File: config.mk
export PLATFORM = sky130hd
export DESIGN_NAME = modbus_rtu_client_framer_flat
export DESIGN_NICKNAME = d
export VERILOG_FILES = /design/src/design/mrcf_pkg.sv /design/src/design/mrcf_req_if.sv /design/src/design/mrcf_rsp_if.sv /design/src/design/mrcf_ctrl.sv /design/src/design/mrcf_dp.sv /design/src/design/modbus_rtu_client_framer.sv /design/src/flat_wrapper.sv
export VERILOG_INCLUDE_DIRS = /design/src /design/src/design
export SDC_FILE = /design/constraint.sdc
export NUM_CORES = 1
export LEC_CHECK = 0
export BUFFER_PORTS_ARGS = -buffer_cell sky130_fd_sc_hd__buf_2
export CORE_UTILIZATION = 55
export CTS_BUF_LIST = sky130_fd_sc_hd__clkbuf_2 sky130_fd_sc_hd__clkbuf_4 sky130_fd_sc_hd__clkbuf_8
export CTS_CLUSTER_DIAMETER = 100
export CTS_CLUSTER_SIZE = 30
export DETAILED_ROUTE_END_ITERATION = 10
export GPL_TIMING_DRIVEN = 0
export HOLD_SLACK_MARGIN = 0.06
export PLACE_DENSITY = 0.72
export SLEW_MARGIN = 20
export SYNTH_ARGS = -nofsm -noshare
export SYNTH_HDL_FRONTEND = slang
export SYNTH_HIERARCHICAL = 1
export SYNTH_SLANG_ARGS = --single-unit
File: constraint.sdc
create_clock -name clk_i -period 4.85 [get_ports clk_i]
set_clock_uncertainty 0.2 [all_clocks]
set_input_delay 0.2425 -clock clk_i [delete_from_list [all_inputs] [get_ports clk_i]]
set_output_delay 0.2425 -clock clk_i [all_outputs]
set_load 0.01 [all_outputs]
File: src/design/modbus_rtu_client_framer_assert.svh
// Assertion macros for the Modbus RTU client framer.
`ifndef MODBUS_RTU_CLIENT_FRAMER_ASSERT_SVH
`define MODBUS_RTU_CLIENT_FRAMER_ASSERT_SVH

`ifndef SYNTHESIS

`define MRCF_ASSERT(label, clk, rst_n, prop) \
  label: assert property (@(posedge clk) disable iff (!rst_n) prop) \
    else $error("mrcf assertion failed");

`define MRCF_ASSERT_NEVER(label, clk, rst_n, expr) \
  label: assert property (@(posedge clk) disable iff (!rst_n) !(expr)) \
    else $error("mrcf forbidden condition");

`else

`define MRCF_ASSERT(label, clk, rst_n, prop)

`define MRCF_ASSERT_NEVER(label, clk, rst_n, expr)

`endif

`endif

File: src/design/mrcf_pkg.sv
// Shared types, codes and functions of the Modbus RTU client framer.
package mrcf_pkg;

  localparam int unsigned PLEN_W = 6;

  localparam logic [1:0] REQ_START   = 2'd0;
  localparam logic [1:0] REQ_PAYLOAD = 2'd1;
  localparam logic [1:0] REQ_RX      = 2'd2;

  localparam logic [7:0] FC_RD_COILS    = 8'd1;
  localparam logic [7:0] FC_RD_DISCRETE = 8'd2;
  localparam logic [7:0] FC_RD_HOLDING  = 8'd3;
  localparam logic [7:0] FC_RD_INPUT    = 8'd4;
  localparam logic [7:0] FC_WR_COIL     = 8'd5;
  localparam logic [7:0] FC_WR_REG      = 8'd6;
  localparam logic [7:0] FC_WR_COILS    = 8'd15;
  localparam logic [7:0] FC_WR_REGS     = 8'd16;

  localparam logic OUT_KIND_TX      = 1'b0;
  localparam logic OUT_KIND_VERDICT = 1'b1;

  localparam logic [2:0] VERDICT_OK       = 3'd0;
  localparam logic [2:0] VERDICT_COUNT    = 3'd1;
  localparam logic [2:0] VERDICT_CRC      = 3'd2;
  localparam logic [2:0] VERDICT_ECHO     = 3'd3;
  localparam logic [2:0] VERDICT_UNKNOWN  = 3'd4;
  localparam logic [2:0] VERDICT_SHORT    = 3'd5;

  localparam logic [15:0] CRC_INIT = 16'hFFFF;
  localparam logic [15:0] CRC_POLY = 16'hA001;

  typedef enum logic [1:0] {
    ST_IDLE,
    ST_FETCH,
    ST_EMIT,
    ST_JUDGE
  } ctrl_state_e;

  typedef struct packed {
    logic take_start;
    logic take_pay;
    logic take_rx;
    logic tx_init;
    logic emit;
    logic judge;
  } cmd_t;

  typedef struct packed {
    logic req_start;
    logic req_pay;
    logic req_rx;
    logic rx_last;
    logic start_sends;
    logic pay_ok;
    logic pay_done;
    logic tx_final;
    logic out_free;
  } status_t;

  function automatic logic [15:0] crc16_byte(input logic [15:0] crc, input logic [7:0] b);
    logic [15:0] c;
    c = crc ^ {8'h00, b};
    for (int k = 0; k < 8; k++) begin
      if (c[0]) begin
        c = (c >> 1) ^ CRC_POLY;
      end else begin
        c = c >> 1;
      end
    end
    return c;
  endfunction

  function automatic logic [7:0] calc_expected(input logic [7:0] fc, input logic [15:0] q);
    logic [17:0] l;
    logic [7:0]  res;
    l   = '0;
    res = '0;
    case (fc)
      FC_RD_COILS, FC_RD_DISCRETE: begin
        l   = 18'd5 + ((18'(q) + 18'd7) >> 3);
        res = (l > 18'd255) ? 8'hFF : l[7:0];
      end
      FC_RD_HOLDING, FC_RD_INPUT: begin
        l   = 18'd5 + {1'b0, q, 1'b0};
        res = (l > 18'd255) ? 8'hFF : l[7:0];
      end
      FC_WR_COIL, FC_WR_REG, FC_WR_COILS, FC_WR_REGS: begin
        res = 8'd8;
      end
      default: begin
        res = 8'd0;
      end
    endcase
    return res;
  endfunction

endpackage

File: src/design/mrcf_req_if.sv
// Request channel: start items, payload bytes and received bytes.
interface mrcf_req_if;
  logic        valid;
  logic        ready;
  logic [1:0]  req_type;
  logic [7:0]  func_code;
  logic [15:0] first_addr;
  logic [15:0] quantity;
  logic [5:0]  payload_len;
  logic [7:0]  data_byte;
  logic        rx_last;

  modport source (
    output valid, req_type, func_code, first_addr, quantity, payload_len, data_byte,
    output rx_last,
    input  ready
  );

  modport sink (
    input  valid, req_type, func_code, first_addr, quantity, payload_len, data_byte,
    input  rx_last,
    output ready
  );
endinterface

File: src/design/mrcf_rsp_if.sv
// Result channel: transmit bytes and response verdicts.
interface mrcf_rsp_if;
  logic       valid;
  logic       ready;
  logic       out_kind;
  logic [7:0] tx_byte;
  logic       tx_last;
  logic [2:0] verdict;

  modport source (
    output valid, out_kind, tx_byte, tx_last, verdict,
    input  ready
  );

  modport sink (
    input  valid, out_kind, tx_byte, tx_last, verdict,
    output ready
  );
endinterface

File: src/design/mrcf_ctrl.sv
// Controller state machine: accepts items, sequences frame emission and verdicts.
module mrcf_ctrl (
  input  logic              clk_i,
  input  logic              rst_ni,
  input  logic              in_valid_i,
  output logic              in_ready_o,
  input  mrcf_pkg::status_t st_i,
  output mrcf_pkg::cmd_t    cmd_o
);

  mrcf_pkg::ctrl_state_e state_q, state_d;
  logic                  acc;

  assign acc = in_valid_i && in_ready_o;

  always_ff @(posedge clk_i or negedge rst_ni) begin
    if (!rst_ni) begin
      state_q <= mrcf_pkg::ST_IDLE;
    end else begin
      state_q <= state_d;
    end
  end

  always_comb begin
    state_d = state_q;
    case (state_q)
      mrcf_pkg::ST_IDLE: begin
        if (cmd_o.tx_init) begin
          state_d = mrcf_pkg::ST_FETCH;
        end else if (cmd_o.take_rx && st_i.rx_last) begin
          state_d = mrcf_pkg::ST_JUDGE;
        end
      end
      mrcf_pkg::ST_FETCH: begin
        state_d = mrcf_pkg::ST_EMIT;
      end
      mrcf_pkg::ST_EMIT: begin
        if (st_i.out_free) begin
          state_d = st_i.tx_final ? mrcf_pkg::ST_IDLE : mrcf_pkg::ST_FETCH;
        end
      end
      mrcf_pkg::ST_JUDGE: begin
        if (st_i.out_free) begin
          state_d = mrcf_pkg::ST_IDLE;
        end
      end
      default: begin
        state_d = mrcf_pkg::ST_IDLE;
      end
    endcase
  end

  always_comb begin
    in_ready_o = (state_q == mrcf_pkg::ST_IDLE);
    cmd_o            = '0;
    cmd_o.take_start = acc && st_i.req_start;
    cmd_o.take_pay   = acc && st_i.req_pay && st_i.pay_ok;
    cmd_o.take_rx    = acc && st_i.req_rx;
    cmd_o.tx_init    = (cmd_o.take_start && st_i.start_sends) ||
                       (cmd_o.take_pay && st_i.pay_done);
    cmd_o.emit       = (state_q == mrcf_pkg::ST_EMIT) && st_i.out_free;
    cmd_o.judge      = (state_q == mrcf_pkg::ST_JUDGE) && st_i.out_free;
  end

endmodule

File: src/design/mrcf_dp.sv
// Datapath: request header, payload memory, transmit CRC, receive checker, output register.
module mrcf_dp #(
  parameter int unsigned MAX_PAYLOAD = 32
) (
  input  logic              clk_i,
  input  logic              rst_ni,
  input  logic              cfg_we_i,
  input  logic [7:0]        cfg_wdata_i,
  input  logic [1:0]        req_type_i,
  input  logic [7:0]        func_code_i,
  input  logic [15:0]       first_addr_i,
  input  logic [15:0]       quantity_i,
  input  logic [5:0]        payload_len_i,
  input  logic [7:0]        data_byte_i,
  input  logic              rx_last_i,
  input  logic              out_ready_i,
  output logic              out_valid_o,
  output logic              out_kind_o,
  output logic [7:0]        tx_byte_o,
  output logic              tx_last_o,
  output logic [2:0]        verdict_o,
  input  mrcf_pkg::cmd_t    cmd_i,
  output mrcf_pkg::status_t st_o
);

  localparam int unsigned PW    = mrcf_pkg::PLEN_W;
  localparam int unsigned AW    = (MAX_PAYLOAD > 1) ? $clog2(MAX_PAYLOAD) : 1;
  localparam int unsigned IDX_W = $clog2(MAX_PAYLOAD + 9);

  logic [7:0]       slave_addr_q;
  logic [7:0]       echo_q [6];
  logic [7:0]       echo_in [6];
  logic [7:0]       exp_len_q;
  logic [PW-1:0]    plen_q;
  logic [PW-1:0]    filled_q;
  logic             pending_q;
  logic             is_multi_in;
  logic [PW-1:0]    plen_sat;

  logic [7:0]       mem [MAX_PAYLOAD];
  logic [7:0]       rdata_q;
  logic [IDX_W-1:0] rd_off;
  logic [AW-1:0]    rd_addr;
  logic [AW-1:0]    wr_addr;

  logic [IDX_W-1:0] idx_q;
  logic [IDX_W-1:0] body_len_q;
  logic [15:0]      tx_crc_q;
  logic [7:0]       tx_sel;

  logic [15:0]      rx_crc_q;
  logic [7:0]       rx_count_q;
  logic [7:0]       rx_func_q;
  logic [7:0]       rx_bc_q;
  logic             echo_bad_q;
  logic [2:0]       verdict;

  logic             out_valid_q;

  always_ff @(posedge clk_i or negedge rst_ni) begin
    if (!rst_ni) begin
      slave_addr_q <= 8'd1;
    end else if (cfg_we_i) begin
      slave_addr_q <= cfg_wdata_i;
    end
  end

  assign is_multi_in = (func_code_i == mrcf_pkg::FC_WR_COILS) ||
                       (func_code_i == mrcf_pkg::FC_WR_REGS);
  assign plen_sat    = (payload_len_i > PW'(MAX_PAYLOAD)) ? PW'(MAX_PAYLOAD) : payload_len_i;

  always_comb begin
    echo_in[0] = slave_addr_q;
    echo_in[1] = func_code_i;
    echo_in[2] = first_addr_i[15:8];
    echo_in[3] = first_addr_i[7:0];
    echo_in[4] = quantity_i[15:8];
    echo_in[5] = quantity_i[7:0];
    if (func_code_i == mrcf_pkg::FC_WR_COIL) begin
      echo_in[4] = (quantity_i == 16'd1) ? 8'hFF : 8'h00;
      echo_in[5] = 8'h00;
    end else if (!(func_code_i inside {[mrcf_pkg::FC_RD_COILS:mrcf_pkg::FC_WR_REG],
                                       mrcf_pkg::FC_WR_COILS, mrcf_pkg::FC_WR_REGS})) begin
      for (int i = 0; i < 6; i++) begin
        echo_in[i] = 8'(i);
      end
    end
  end

  // request header and payload collection
  always_ff @(posedge clk_i or negedge rst_ni) begin
    if (!rst_ni) begin
      for (int i = 0; i < 6; i++) begin
        echo_q[i] <= 8'h00;
      end
      exp_len_q  <= '0;
      plen_q     <= '0;
      filled_q   <= '0;
      pending_q  <= 1'b0;
      body_len_q <= '0;
    end else if (cmd_i.take_start) begin
      echo_q     <= echo_in;
      exp_len_q  <= mrcf_pkg::calc_expected(func_code_i, quantity_i);
      plen_q     <= plen_sat;
      filled_q   <= '0;
      pending_q  <= is_multi_in && (plen_sat != '0);
      body_len_q <= is_multi_in ? (IDX_W'(7) + IDX_W'(plen_sat)) : IDX_W'(6);
    end else if (cmd_i.take_pay) begin
      filled_q <= filled_q + PW'(1);
      if (st_o.pay_done) begin
        pending_q <= 1'b0;
      end
    end
  end

  assign wr_addr = filled_q[AW-1:0];
  assign rd_off  = idx_q - IDX_W'(7);
  assign rd_addr = rd_off[AW-1:0];

  always_ff @(posedge clk_i) begin
    if (cmd_i.take_pay) begin
      mem[wr_addr] <= data_byte_i;
    end
    rdata_q <= mem[rd_addr];
  end

  always_comb begin
    if (idx_q < body_len_q) begin
      if (idx_q < IDX_W'(6)) begin
        tx_sel = echo_q[idx_q[2:0]];
      end else if (idx_q == IDX_W'(6)) begin
        tx_sel = 8'(plen_q);
      end else begin
        tx_sel = rdata_q;
      end
    end else if (idx_q == body_len_q) begin
      tx_sel = tx_crc_q[7:0];
    end else begin
      tx_sel = tx_crc_q[15:8];
    end
  end

  always_ff @(posedge clk_i or negedge rst_ni) begin
    if (!rst_ni) begin
      idx_q    <= '0;
      tx_crc_q <= mrcf_pkg::CRC_INIT;
    end else if (cmd_i.tx_init) begin
      idx_q    <= '0;
      tx_crc_q <= mrcf_pkg::CRC_INIT;
    end else if (cmd_i.emit) begin
      idx_q <= idx_q + IDX_W'(1);
      if (idx_q < body_len_q) begin
        tx_crc_q <= mrcf_pkg::crc16_byte(tx_crc_q, tx_sel);
      end
    end
  end

  // receive checker
  always_ff @(posedge clk_i or negedge rst_ni) begin
    if (!rst_ni) begin
      rx_crc_q   <= mrcf_pkg::CRC_INIT;
      rx_count_q <= '0;
      rx_func_q  <= '0;
      rx_bc_q    <= '0;
      echo_bad_q <= 1'b0;
    end else if (cmd_i.take_start || cmd_i.judge) begin
      rx_crc_q   <= mrcf_pkg::CRC_INIT;
      rx_count_q <= '0;
      rx_func_q  <= '0;
      rx_bc_q    <= '0;
      echo_bad_q <= 1'b0;
    end else if (cmd_i.take_rx) begin
      if ((rx_count_q < 8'd6) && (data_byte_i != echo_q[rx_count_q[2:0]])) begin
        echo_bad_q <= 1'b1;
      end
      if (rx_count_q == 8'd1) begin
        rx_func_q <= data_byte_i;
      end
      if (rx_count_q == 8'd2) begin
        rx_bc_q <= data_byte_i;
      end
      rx_crc_q <= mrcf_pkg::crc16_byte(rx_crc_q, data_byte_i);
      if (rx_count_q != 8'hFF) begin
        rx_count_q <= rx_count_q + 8'd1;
      end
    end
  end

  always_comb begin
    case (rx_func_q)
      mrcf_pkg::FC_RD_COILS, mrcf_pkg::FC_RD_DISCRETE,
      mrcf_pkg::FC_RD_HOLDING, mrcf_pkg::FC_RD_INPUT: begin
        if (rx_count_q < 8'd3) begin
          verdict = mrcf_pkg::VERDICT_SHORT;
        end else if (rx_bc_q != (exp_len_q - 8'd5)) begin
          verdict = mrcf_pkg::VERDICT_COUNT;
        end else if (rx_count_q != exp_len_q) begin
          verdict = mrcf_pkg::VERDICT_SHORT;
        end else if (rx_crc_q != 16'h0000) begin
          verdict = mrcf_pkg::VERDICT_CRC;
        end else begin
          verdict = mrcf_pkg::VERDICT_OK;
        end
      end
      mrcf_pkg::FC_WR_COIL, mrcf_pkg::FC_WR_REG,
      mrcf_pkg::FC_WR_COILS, mrcf_pkg::FC_WR_REGS: begin
        if (rx_count_q < 8'd8) begin
          verdict = mrcf_pkg::VERDICT_SHORT;
        end else if (echo_bad_q) begin
          verdict = mrcf_pkg::VERDICT_ECHO;
        end else if (rx_crc_q != 16'h0000) begin
          verdict = mrcf_pkg::VERDICT_CRC;
        end else begin
          verdict = mrcf_pkg::VERDICT_OK;
        end
      end
      default: begin
        verdict = mrcf_pkg::VERDICT_UNKNOWN;
      end
    endcase
  end

  // output register
  always_ff @(posedge clk_i or negedge rst_ni) begin
    if (!rst_ni) begin
      out_valid_q <= 1'b0;
    end else if (cmd_i.emit || cmd_i.judge) begin
      out_valid_q <= 1'b1;
    end else if (out_ready_i) begin
      out_valid_q <= 1'b0;
    end
  end

  always_ff @(posedge clk_i) begin
    if (cmd_i.emit) begin
      out_kind_o <= mrcf_pkg::OUT_KIND_TX;
      tx_byte_o  <= tx_sel;
      tx_last_o  <= st_o.tx_final;
      verdict_o  <= mrcf_pkg::VERDICT_OK;
    end else if (cmd_i.judge) begin
      out_kind_o <= mrcf_pkg::OUT_KIND_VERDICT;
      tx_byte_o  <= 8'h00;
      tx_last_o  <= 1'b0;
      verdict_o  <= verdict;
    end
  end

  assign out_valid_o = out_valid_q;

  always_comb begin
    st_o.req_start   = (req_type_i == mrcf_pkg::REQ_START);
    st_o.req_pay     = (req_type_i == mrcf_pkg::REQ_PAYLOAD);
    st_o.req_rx      = (req_type_i == mrcf_pkg::REQ_RX);
    st_o.rx_last     = rx_last_i;
    st_o.start_sends = !(is_multi_in && (plen_sat != '0));
    st_o.pay_ok      = pending_q && (filled_q < PW'(MAX_PAYLOAD));
    st_o.pay_done    = ({1'b0, filled_q} + (PW + 1)'(1)) >= {1'b0, plen_q};
    st_o.tx_final    = (idx_q == (body_len_q + IDX_W'(1)));
    st_o.out_free    = !out_valid_q || out_ready_i;
  end

endmodule

File: src/design/modbus_rtu_client_framer.sv
// Top level of the Modbus RTU client framer: request framing and response checking.
//
//   channel   dir  handshake      carries
//   req_i     in   valid/ready    start, payload byte or received byte
//   rsp_o     out  valid/ready    transmit byte or verdict
//   cfg       in   cfg_we_i       slave_address
//
// Payload and received bytes are taken while idle; a received last byte leads
// to the judge state. Each byte is sent via a fetch state (payload memory read)
// and an emit state (output register); a frame has 8 bytes, or 9 + payload_len.
// No input is taken while a frame or verdict is in progress; emission stalls
// while rsp_o is not ready. Reset needs no clearing pass.
`include "modbus_rtu_client_framer_assert.svh"

module modbus_rtu_client_framer #(
  parameter int unsigned MAX_PAYLOAD = 32
) (
  input  logic       clk_i,
  input  logic       rst_ni,
  input  logic       cfg_we_i,
  input  logic [7:0] cfg_wdata_i,
  mrcf_req_if.sink   req_i,
  mrcf_rsp_if.source rsp_o
);

  mrcf_pkg::cmd_t    cmd;
  mrcf_pkg::status_t st;
  logic              in_ready;

  assign req_i.ready = in_ready;

  mrcf_ctrl u_ctrl (
    .clk_i      (clk_i),
    .rst_ni     (rst_ni),
    .in_valid_i (req_i.valid),
    .in_ready_o (in_ready),
    .st_i       (st),
    .cmd_o      (cmd)
  );

  mrcf_dp #(
    .MAX_PAYLOAD (MAX_PAYLOAD)
  ) u_dp (
    .clk_i           (clk_i),
    .rst_ni          (rst_ni),
    .cfg_we_i        (cfg_we_i),
    .cfg_wdata_i     (cfg_wdata_i),
    .req_type_i      (req_i.req_type),
    .func_code_i     (req_i.func_code),
    .first_addr_i    (req_i.first_addr),
    .quantity_i      (req_i.quantity),
    .payload_len_i   (req_i.payload_len),
    .data_byte_i     (req_i.data_byte),
    .rx_last_i       (req_i.rx_last),
    .out_ready_i     (rsp_o.ready),
    .out_valid_o     (rsp_o.valid),
    .out_kind_o      (rsp_o.out_kind),
    .tx_byte_o       (rsp_o.tx_byte),
    .tx_last_o       (rsp_o.tx_last),
    .verdict_o       (rsp_o.verdict),
    .cmd_i           (cmd),
    .st_o            (st)
  );

  `MRCF_ASSERT(a_one_cmd, clk_i, rst_ni, $onehot0({cmd.take_start, cmd.take_pay, cmd.take_rx, cmd.emit, cmd.judge}))
  `MRCF_ASSERT(a_idle_after_frame, clk_i, rst_ni, (cmd.emit && st.tx_final) |=> in_ready)
  `MRCF_ASSERT(a_verdict_loaded, clk_i, rst_ni, cmd.judge |=> (rsp_o.valid && rsp_o.out_kind))
  `MRCF_ASSERT_NEVER(a_no_accept_busy, clk_i, rst_ni, in_ready && (cmd.emit || cmd.judge))

endmodule

File: src/flat_wrapper.sv
// flat-port wrapper written by rule: the top's interface ports become plain ports
module modbus_rtu_client_framer_flat 
#(
  parameter int unsigned MAX_PAYLOAD = 32
)
  (clk_i, rst_ni, cfg_we_i, cfg_wdata_i, req_i_valid, req_i_req_type, req_i_func_code, req_i_first_addr, req_i_quantity, req_i_payload_len, req_i_data_byte, req_i_rx_last, req_i_ready, rsp_o_valid, rsp_o_out_kind, rsp_o_tx_byte, rsp_o_tx_last, rsp_o_verdict, rsp_o_ready);
  mrcf_req_if req_i_i ();
  mrcf_rsp_if rsp_o_i ();
  input  logic clk_i;
  input  logic rst_ni;
  input  logic cfg_we_i;
  input  logic [7:0] cfg_wdata_i;
  input wire logic [$bits(req_i_i.valid)-1:0] req_i_valid;
  input wire logic [$bits(req_i_i.req_type)-1:0] req_i_req_type;
  input wire logic [$bits(req_i_i.func_code)-1:0] req_i_func_code;
  input wire logic [$bits(req_i_i.first_addr)-1:0] req_i_first_addr;
  input wire logic [$bits(req_i_i.quantity)-1:0] req_i_quantity;
  input wire logic [$bits(req_i_i.payload_len)-1:0] req_i_payload_len;
  input wire logic [$bits(req_i_i.data_byte)-1:0] req_i_data_byte;
  input wire logic [$bits(req_i_i.rx_last)-1:0] req_i_rx_last;
  output wire logic [$bits(req_i_i.ready)-1:0] req_i_ready;
  output wire logic [$bits(rsp_o_i.valid)-1:0] rsp_o_valid;
  output wire logic [$bits(rsp_o_i.out_kind)-1:0] rsp_o_out_kind;
  output wire logic [$bits(rsp_o_i.tx_byte)-1:0] rsp_o_tx_byte;
  output wire logic [$bits(rsp_o_i.tx_last)-1:0] rsp_o_tx_last;
  output wire logic [$bits(rsp_o_i.verdict)-1:0] rsp_o_verdict;
  input wire logic [$bits(rsp_o_i.ready)-1:0] rsp_o_ready;
  assign req_i_i.valid = req_i_valid;
  assign req_i_i.req_type = req_i_req_type;
  assign req_i_i.func_code = req_i_func_code;
  assign req_i_i.first_addr = req_i_first_addr;
  assign req_i_i.quantity = req_i_quantity;
  assign req_i_i.payload_len = req_i_payload_len;
  assign req_i_i.data_byte = req_i_data_byte;
  assign req_i_i.rx_last = req_i_rx_last;
  assign req_i_ready = req_i_i.ready;
  assign rsp_o_valid = rsp_o_i.valid;
  assign rsp_o_out_kind = rsp_o_i.out_kind;
  assign rsp_o_tx_byte = rsp_o_i.tx_byte;
  assign rsp_o_tx_last = rsp_o_i.tx_last;
  assign rsp_o_verdict = rsp_o_i.verdict;
  assign rsp_o_i.ready = rsp_o_ready;
  modbus_rtu_client_framer #(.MAX_PAYLOAD(MAX_PAYLOAD)) u_core (.clk_i(clk_i), .rst_ni(rst_ni), .cfg_we_i(cfg_we_i), .cfg_wdata_i(cfg_wdata_i), .req_i(req_i_i), .rsp_o(rsp_o_i));
endmodule
Word-level counts from Yosys, hierarchy flattened
Memory sizes are Yosys's and may differ from the RTL's. A register that Yosys moved wholly into a read port is not among the register bits.
Index checks and enable logic that the tools add are counted.
W data, S select, Z words.
{ "op_classes": {"magnitude_cmp": 14, "reduce_logical": 49, "bitwise_logic": 20, "n_addsub": 11, "n_eq_ne": 34, "n_mux": 115} }
{ "ops": {"columns": ["op", "count"], "rows": [
  ["$mux W16", 57],
  ["$mux W8", 22],
  ["$bmux W8 S3", 2],
  ["$eq A8 B3 Y1 const B", 6],
  ["$mux W48", 1],
  ["$not A2 Y3", 16],
  ["$eq A8 B2 Y1 const B", 5],
  ["$mux W6", 6],
  ["$mux W32", 1],
  ["$xor A16 B8 Y16", 2],
  ["$eq A8 B1 Y1 const B", 3],
  ["$ne A8 B8 Y1", 3],
  ["$pmux W8 S3", 1],
  ["$reduce_bool A2 Y1", 11],
  ["$add A3 B17 Y18 const A", 1],
  ["$add A6 B1 Y6 const B", 3],
  ["$gt A18 B8 Y1 const B", 1],
  ["$add A16 B3 Y17 const B", 1],
  ["$eq A16 B1 Y1 const B", 1],
  ["$eq A8 B4 Y1 const B", 2],
  ["$eq A8 B5 Y1 const B", 2],
  ["$reduce_bool A16 Y1", 1],
  ["$add A3 B14 Y15 const A", 1],
  ["$gt A15 B8 Y1 const B", 1],
  ["39 further kinds", 93]
]} }
{ "word_totals": {"in_bits": 70, "reg_bits": 162, "out_inout_bits": 15, "mem_count": 1, "ramBits": 256, "elab_cells": 269} }
{ "memory_table": {"columns": ["name", "words", "width", "rd", "rd_clocked_by_memory_dff", "wr", "line_no", "text"], "rows": [
  ["u_core.u_dp.mem", 32, 8, 1, 1, 1, "mrcf_dp.sv:40", "logic [7:0] mem [MAX_PAYLOAD];"]
]} }

Logic depth before layout (Yosys ltp)
{ "depth": {"ltp_word": 47, "depth_mapped": 16, "depth_no_buf": 13} }

Cells and area by module
The synthesis kept the hierarchy.
{ "modules_own_cells": {"columns": ["module", "cells_each", "n_inst", "area_each_um2", "seq_area_each_um2"], "rows": [
  ["mrcf_dp", 1552, 1, 20763.7, 11917.7],
  ["mrcf_ctrl", 21, 1, 168.9, 50.0]
]} }

Worst setup path before layout
No wires, ideal clock.
{ "synth_timing": {"kind": "register to register", "from": "register u_core.u_dp.idx_q[0]", "to": "register u_core.u_dp.tx_crc_q[0]", "synth_period_minus_slack_ns": 4.438, "n_path_buf": 4, "arrival_ns": 4.166, "path_stages_with_launch": 15, "t_required_ns": 4.578, "setup_slack_ns": 0.412, "setup_time_ns": 0.072, "path_cell_list": "dfrtp_1 > buf_6 > buf_2 > buf_2 > buf_1 > inv_1 > ha_1 > nand3_1 > o31a_1 > a221o_1 > o21ai_0 > xor2_1 > xor3_2 > xnor3_1 > o21ai_1"} }
{ "synth_between": {"elab_chain_len": 40, "word_cells_on_any_way": 54, "classes_between": "order compare: 2; eq/ne: 2; mux: 39; bitwise: 9; reduce/logical: 2"} }
{ "synth_rtl": {"columns": ["element", "line_no", "text"], "rows": [
  ["start, declared", "mrcf_dp.sv:46", "logic [IDX_W-1:0] idx_q;"],
  ["start signal, assigned", "mrcf_dp.sv:151", "idx_q <= idx_q + IDX_W'(1);"],
  ["$not A3 Y4 (not written as such)", "mrcf_dp.sv:130", "tx_sel = echo_q[idx_q[2:0]];"],
  ["$bmux W8 S3", "mrcf_dp.sv:130", null],
  ["$mux W8 (not written as such) (2 in series)", "mrcf_dp.sv:130", null],
  ["$mux W8", "mrcf_dp.sv:129", "if (idx_q < IDX_W'(6)) begin"],
  ["$mux W8", "mrcf_dp.sv:128", "if (idx_q < body_len_q) begin"],
  ["$xor A16 B8 Y16", "mrcf_pkg.sv:62", "c = crc ^ {8'h00, b};"],
  ["$mux W16 or $not A2 Y3 (tied branches)", null, null],
  ["$mux W16 (on tied branches)", "mrcf_dp.sv:152, mrcf_pkg.sv:64", null],
  ["(+23 left out)", null, null],
  ["$mux W16", "mrcf_pkg.sv:64", "if (c[0]) begin"],
  ["$mux W16", "mrcf_dp.sv:152", "if (idx_q < body_len_q) begin"],
  ["$mux W16", "mrcf_dp.sv:150", "end else if (cmd_i.emit) begin"],
  ["$mux W16", "mrcf_dp.sv:147", "end else if (cmd_i.tx_init) begin"],
  ["$mux W16", "mrcf_pkg.sv:64", null],
  ["$mux W16", "mrcf_dp.sv:152", null],
  ["$mux W16", "mrcf_dp.sv:150", null],
  ["$mux W16", "mrcf_dp.sv:147", null],
  ["end signal, assigned", "mrcf_dp.sv:146", "tx_crc_q <= mrcf_pkg::CRC_INIT;"],
  ["end signal, assigned", "mrcf_dp.sv:149", "tx_crc_q <= mrcf_pkg::CRC_INIT;"],
  ["end signal, assigned", "mrcf_dp.sv:153", "tx_crc_q <= mrcf_pkg::crc16_byte(tx_crc_q, tx_sel);"],
  ["end, declared", "mrcf_dp.sv:48", "logic [15:0] tx_crc_q;"]
]} }
Several ways; a longest one is shown, not always the timed one. The select of a mux whose other input is x is not followed.
A chain may end at the register's enable or synchronous reset.

Worst setup path in the final report
Same ends and word-level chain as after synthesis.

==> impl_metrics.py <==
metrics = {
    "outcome": {
        "status": "complete, no violations",
    },
    "cells_and_area": {
        "drive_above_1_share_pct": 19.0,
        "area_growth_pct": 10.4,
        "mostFrequentLayoutCells": "265 x edfxtp_1, 145 x nor2_1, 115 x dfrtp_1",
        "antennaDiodeCount": 0,
        "final_common_cell": "edfxtp_1",
        "design_area_um2": 23100,
        "fin_util_pct": 61.5,
        "final_nets": 1838,
    },
    "detailed_routing": {
        "wl_per_cell_um": 22.8,
        "drt_iter0_drc": 1507,
        "drt_wl_total_mm": 51.5,
        "vias": 14042,
        "drt-pass1-iter-count": 5,
        "route.detailed.drc": 0,
        "ant_nets": 0,
        "vias_per_cell": 6.21,
    },
    "critical_path": {
        "worstPathRequired_ps": 5220,
        "path_cells": "buf_6, buf_4, buf_4, inv_1, ha_1, nor2b_1, o21a_1, or3_1, buf_1, nor2_1, o21ai_0, xnor2_1, xor3_2, xnor3_1, o21ai_1",
        "slowest_stage": "dfrtp_2",
        "cp_data_arrival_time_ps": 4830,
        "crit_top_cell": "buf_4",
        "critical-path-max-stage-delay_ps": 500,
        "critical_path_buf_inv_count": 5,
        "path_delay_family": "buffers and inverters",
        "cp-start-kind": "register",
        "criticalPathCategory": "reg -> reg",
        "cp-end-kind": "register",
        "worstPathMaxFanout": 19,
    },
    "run": {
        "max_cap_violations": 0,
    },
    "global_routing": {
        "first_global_vias": 13547,
        "grt_pass1_wl_mm": 79.1,
        "gr-max-usage-layer": "met2",
        "grt_use_met2_pct": 41.7,
        "grt_start_max_net_pins": 97,
        "use_met3_pct": 3.26,
        "antenna_found_initial": 0,
        "grtUsageTotal_pct": 26.8,
        "overflow": 0,
        "met1_usage_pct": 40.5,
    },
    "floorplan": {
        "start_util_pct": 55.7,
        "std_cell_rows": 71,
        "coreArea_um2": 37600,
        "die_x_um": 197,
        "ios": 85,
        "die-area_um2": 38800,
        "die_y_um": 197,
    },
    "place": {
        "place.gp.congestion": 0.946,
        "portBuffers": 72,
        "pre_cts_slack_ps": -892,
        "dpl.hpwl_mm": 35.7,
        "place_area_um2": 22000,
    },
    "synth": {
        "async_flop_share_pct": 35.0,
        "synth_top_area_share_pct": 38.0,
        "syn_nets": 1673,
        "dominantRegCellSynth": "edfxtp_1",
        "netlist-cell-type-count": 86,
        "synth_edf_count": 265,
        "ys_ff_latch": 426,
        "synth_area_leader_cell": "edfxtp_1",
        "syn_area_um2": 20900,
        "ys_seq_area_share_pct": 57.2,
        "synth_warnings": 6,
        "synth_cells": 1573,
        "synth_area_leaders": "edfxtp_1 38%, dfrtp_1 14%, mux4_2 10%",
        "syn_area_per_cell_um2": 13.3,
    },
    "clock_network": {
        "post_cts_buffers": 0,
        "cts.path.max_buffers": 3,
        "clock_sinks": 426,
        "cts_tree": "built",
        "htreeDepth": 1,
        "cts_buffers": 18,
        "cts.reportedPaths.clkPinSlew_ps": 180,
        "cts_root_buf": "clkbuf_8",
        "clk_latency_ps": 610,
    },
    "hold_path": {
        "hold_class": "in -> reg",
    },
    "timing": {
        "max_freq_ghz": 0.224,
        "final_max_slew_viol_count": 0,
        "min_period_ps": 4460,
        "layout_setup_ws_ps": 393,
        "post-route-period-util_pct": 91.9,
        "rsz0062_at_grt": "false",
        "worst_pin_slew_ps": 1080,
        "slew_headroom_pct": 28.0,
        "setup_viol": 0,
        "hold_violations": 0,
    },
    "power": {
        "ir_drop_mv": 0.746,
        "power_density_nw_per_um2": 549,
        "p_leak_nw": 8.35,
    },
}
## cells in the mapped netlist, types with 25 or more instances
| cell | n |
|---|---|
| ha_1 | 30 |
| mux4_2 | 96 |
| nor2_1 | 145 |
| dfstp_2 | 33 |
| mux2i_1 | 38 |
| inv_1 | 45 |
| xnor2_1 | 72 |
| xor2_1 | 45 |
| o21ai_0 | 66 |
| mux2_2 | 33 |
| nor3_1 | 25 |
| nand2_1 | 109 |
| edfxtp_1 | 265 |
| clkbuf_1 | 58 |
| nand3_1 | 28 |
| dfrtp_1 | 116 |
| o2bb2ai_1 | 27 |
| a21oi_1 | 39 |
## routing by layer
metal | vias up | part of all wire (%)
li1 | 6242 | -
met1 | 7168 | 44
met2 | 554 | 47
met3 | 78 | 6.9
met4 | 0 | 2.3
met5 | - | 0
## cells by family (layout without fill, tap and decap cells)
kind of cell    count (synthesis)  in the layout  share of synthesized area, %
xor+xnor                      120            120                          5.23
buf+inv                       143            320                          3.31
simple gates                  428            428                          9.80
flops                         426            426                          57.2
compound gates                258            258                          8.70
mux                           168            168                          14.0
fa+ha+maj                      30             30                          1.79
## path summary, 6_finish.rpt
| check | start | end | slack (ps) | cells after the start |
|---|---|---|---|---|
| worst min register to register | u_core/u_dp/tx_crc_q[12] | u_core/u_dp/tx_crc_q[4] | 310 | 1 |
| worst max-delay path | u_core/u_dp/idx_q[0] | u_core/u_dp/tx_crc_q[0] | 390 | 15 |
| min in group asynchronous | rst_ni | u_core/u_dp/tx_crc_q[4] | 530 | 3 |
| max in group asynchronous | rst_ni | u_core/u_dp/rx_crc_q[14] | 3330 | 4 |
| worst max register to register | u_core/u_dp/idx_q[0] | u_core/u_dp/tx_crc_q[0] | 390 | 15 |
| worst min-delay path | req_i_data_byte[2] | u_core/u_dp/mem[22][2] | 80 | 1 |
## state kept, by name, summed over array words and instances (netlist names), 2 cells and up
| register | flops |
|---|---|
| u_core/u_dp/rx_crc_q | 16 |
| u_core/u_dp/body_len_q | 6 |
| u_core/u_dp/filled_q | 6 |
| u_core/u_dp/rx_func_q | 8 |
| u_core/u_dp/rdata_q | 8 |
| u_core/u_ctrl/state_q | 2 |
| u_core/u_dp/idx_q | 6 |
| u_core/u_dp/plen_q | 6 |
| u_core/u_dp/tx_byte_o | 8 |
| u_core/u_dp/mem | 256 |
| u_core/u_dp/slave_addr_q | 8 |
| u_core/u_dp/exp_len_q | 8 |
| u_core/u_dp/rx_count_q | 8 |
| u_core/u_dp/verdict_o | 3 |
| u_core/u_dp/rx_bc_q | 8 |
| u_core/u_dp/echo_q | 48 |
| u_core/u_dp/tx_crc_q | 16 |
## metrics by stage
stage / instances / hold slack, ps / total power, mW / TNS (ps)
final: 2261 / 79.0 / 12.7 / 0
after floorplan: 1573 / -253 / 9.41 / 0
after global placement: 2156 / 274 / 11.0 / -8900
after detailed placement: 2157 / -5.03 / 11.1 / -9720
after CTS: 2262 / 66.8 / 12.7 / 0
after global routing: 2261 / 88.6 / 13.3 / 0
## report_power, final
part | switching [mW] | internal (mW)
clock network | 1.03 | 0.460
registers | 0.356 | 4.35
logic | 3.42 | 3.05
## repair_timing
item	CTS	global route
pin swaps	0	0
hold endpoints to repair	227	0
hold buffers	73	0
setup endpoints to repair	19	4
resized for setup	13	2
## layout make-up
| type | count | area [µm²] |
|---|---|---|
| multi-input cells | 1004 | 8290 |
| well taps | 511 | 639 |
| fillers | 2922 | 14500 |
| repair buffers | 146 | 1140 |
| clock inverters | 3 | 28.8 |
| plain buffers | 97 | 533 |
| inverters | 45 | 169 |
| clock buffers | 29 | 337 |
| flip-flops and latches | 426 | 12000 |
(Power assumes the default switching activity.)
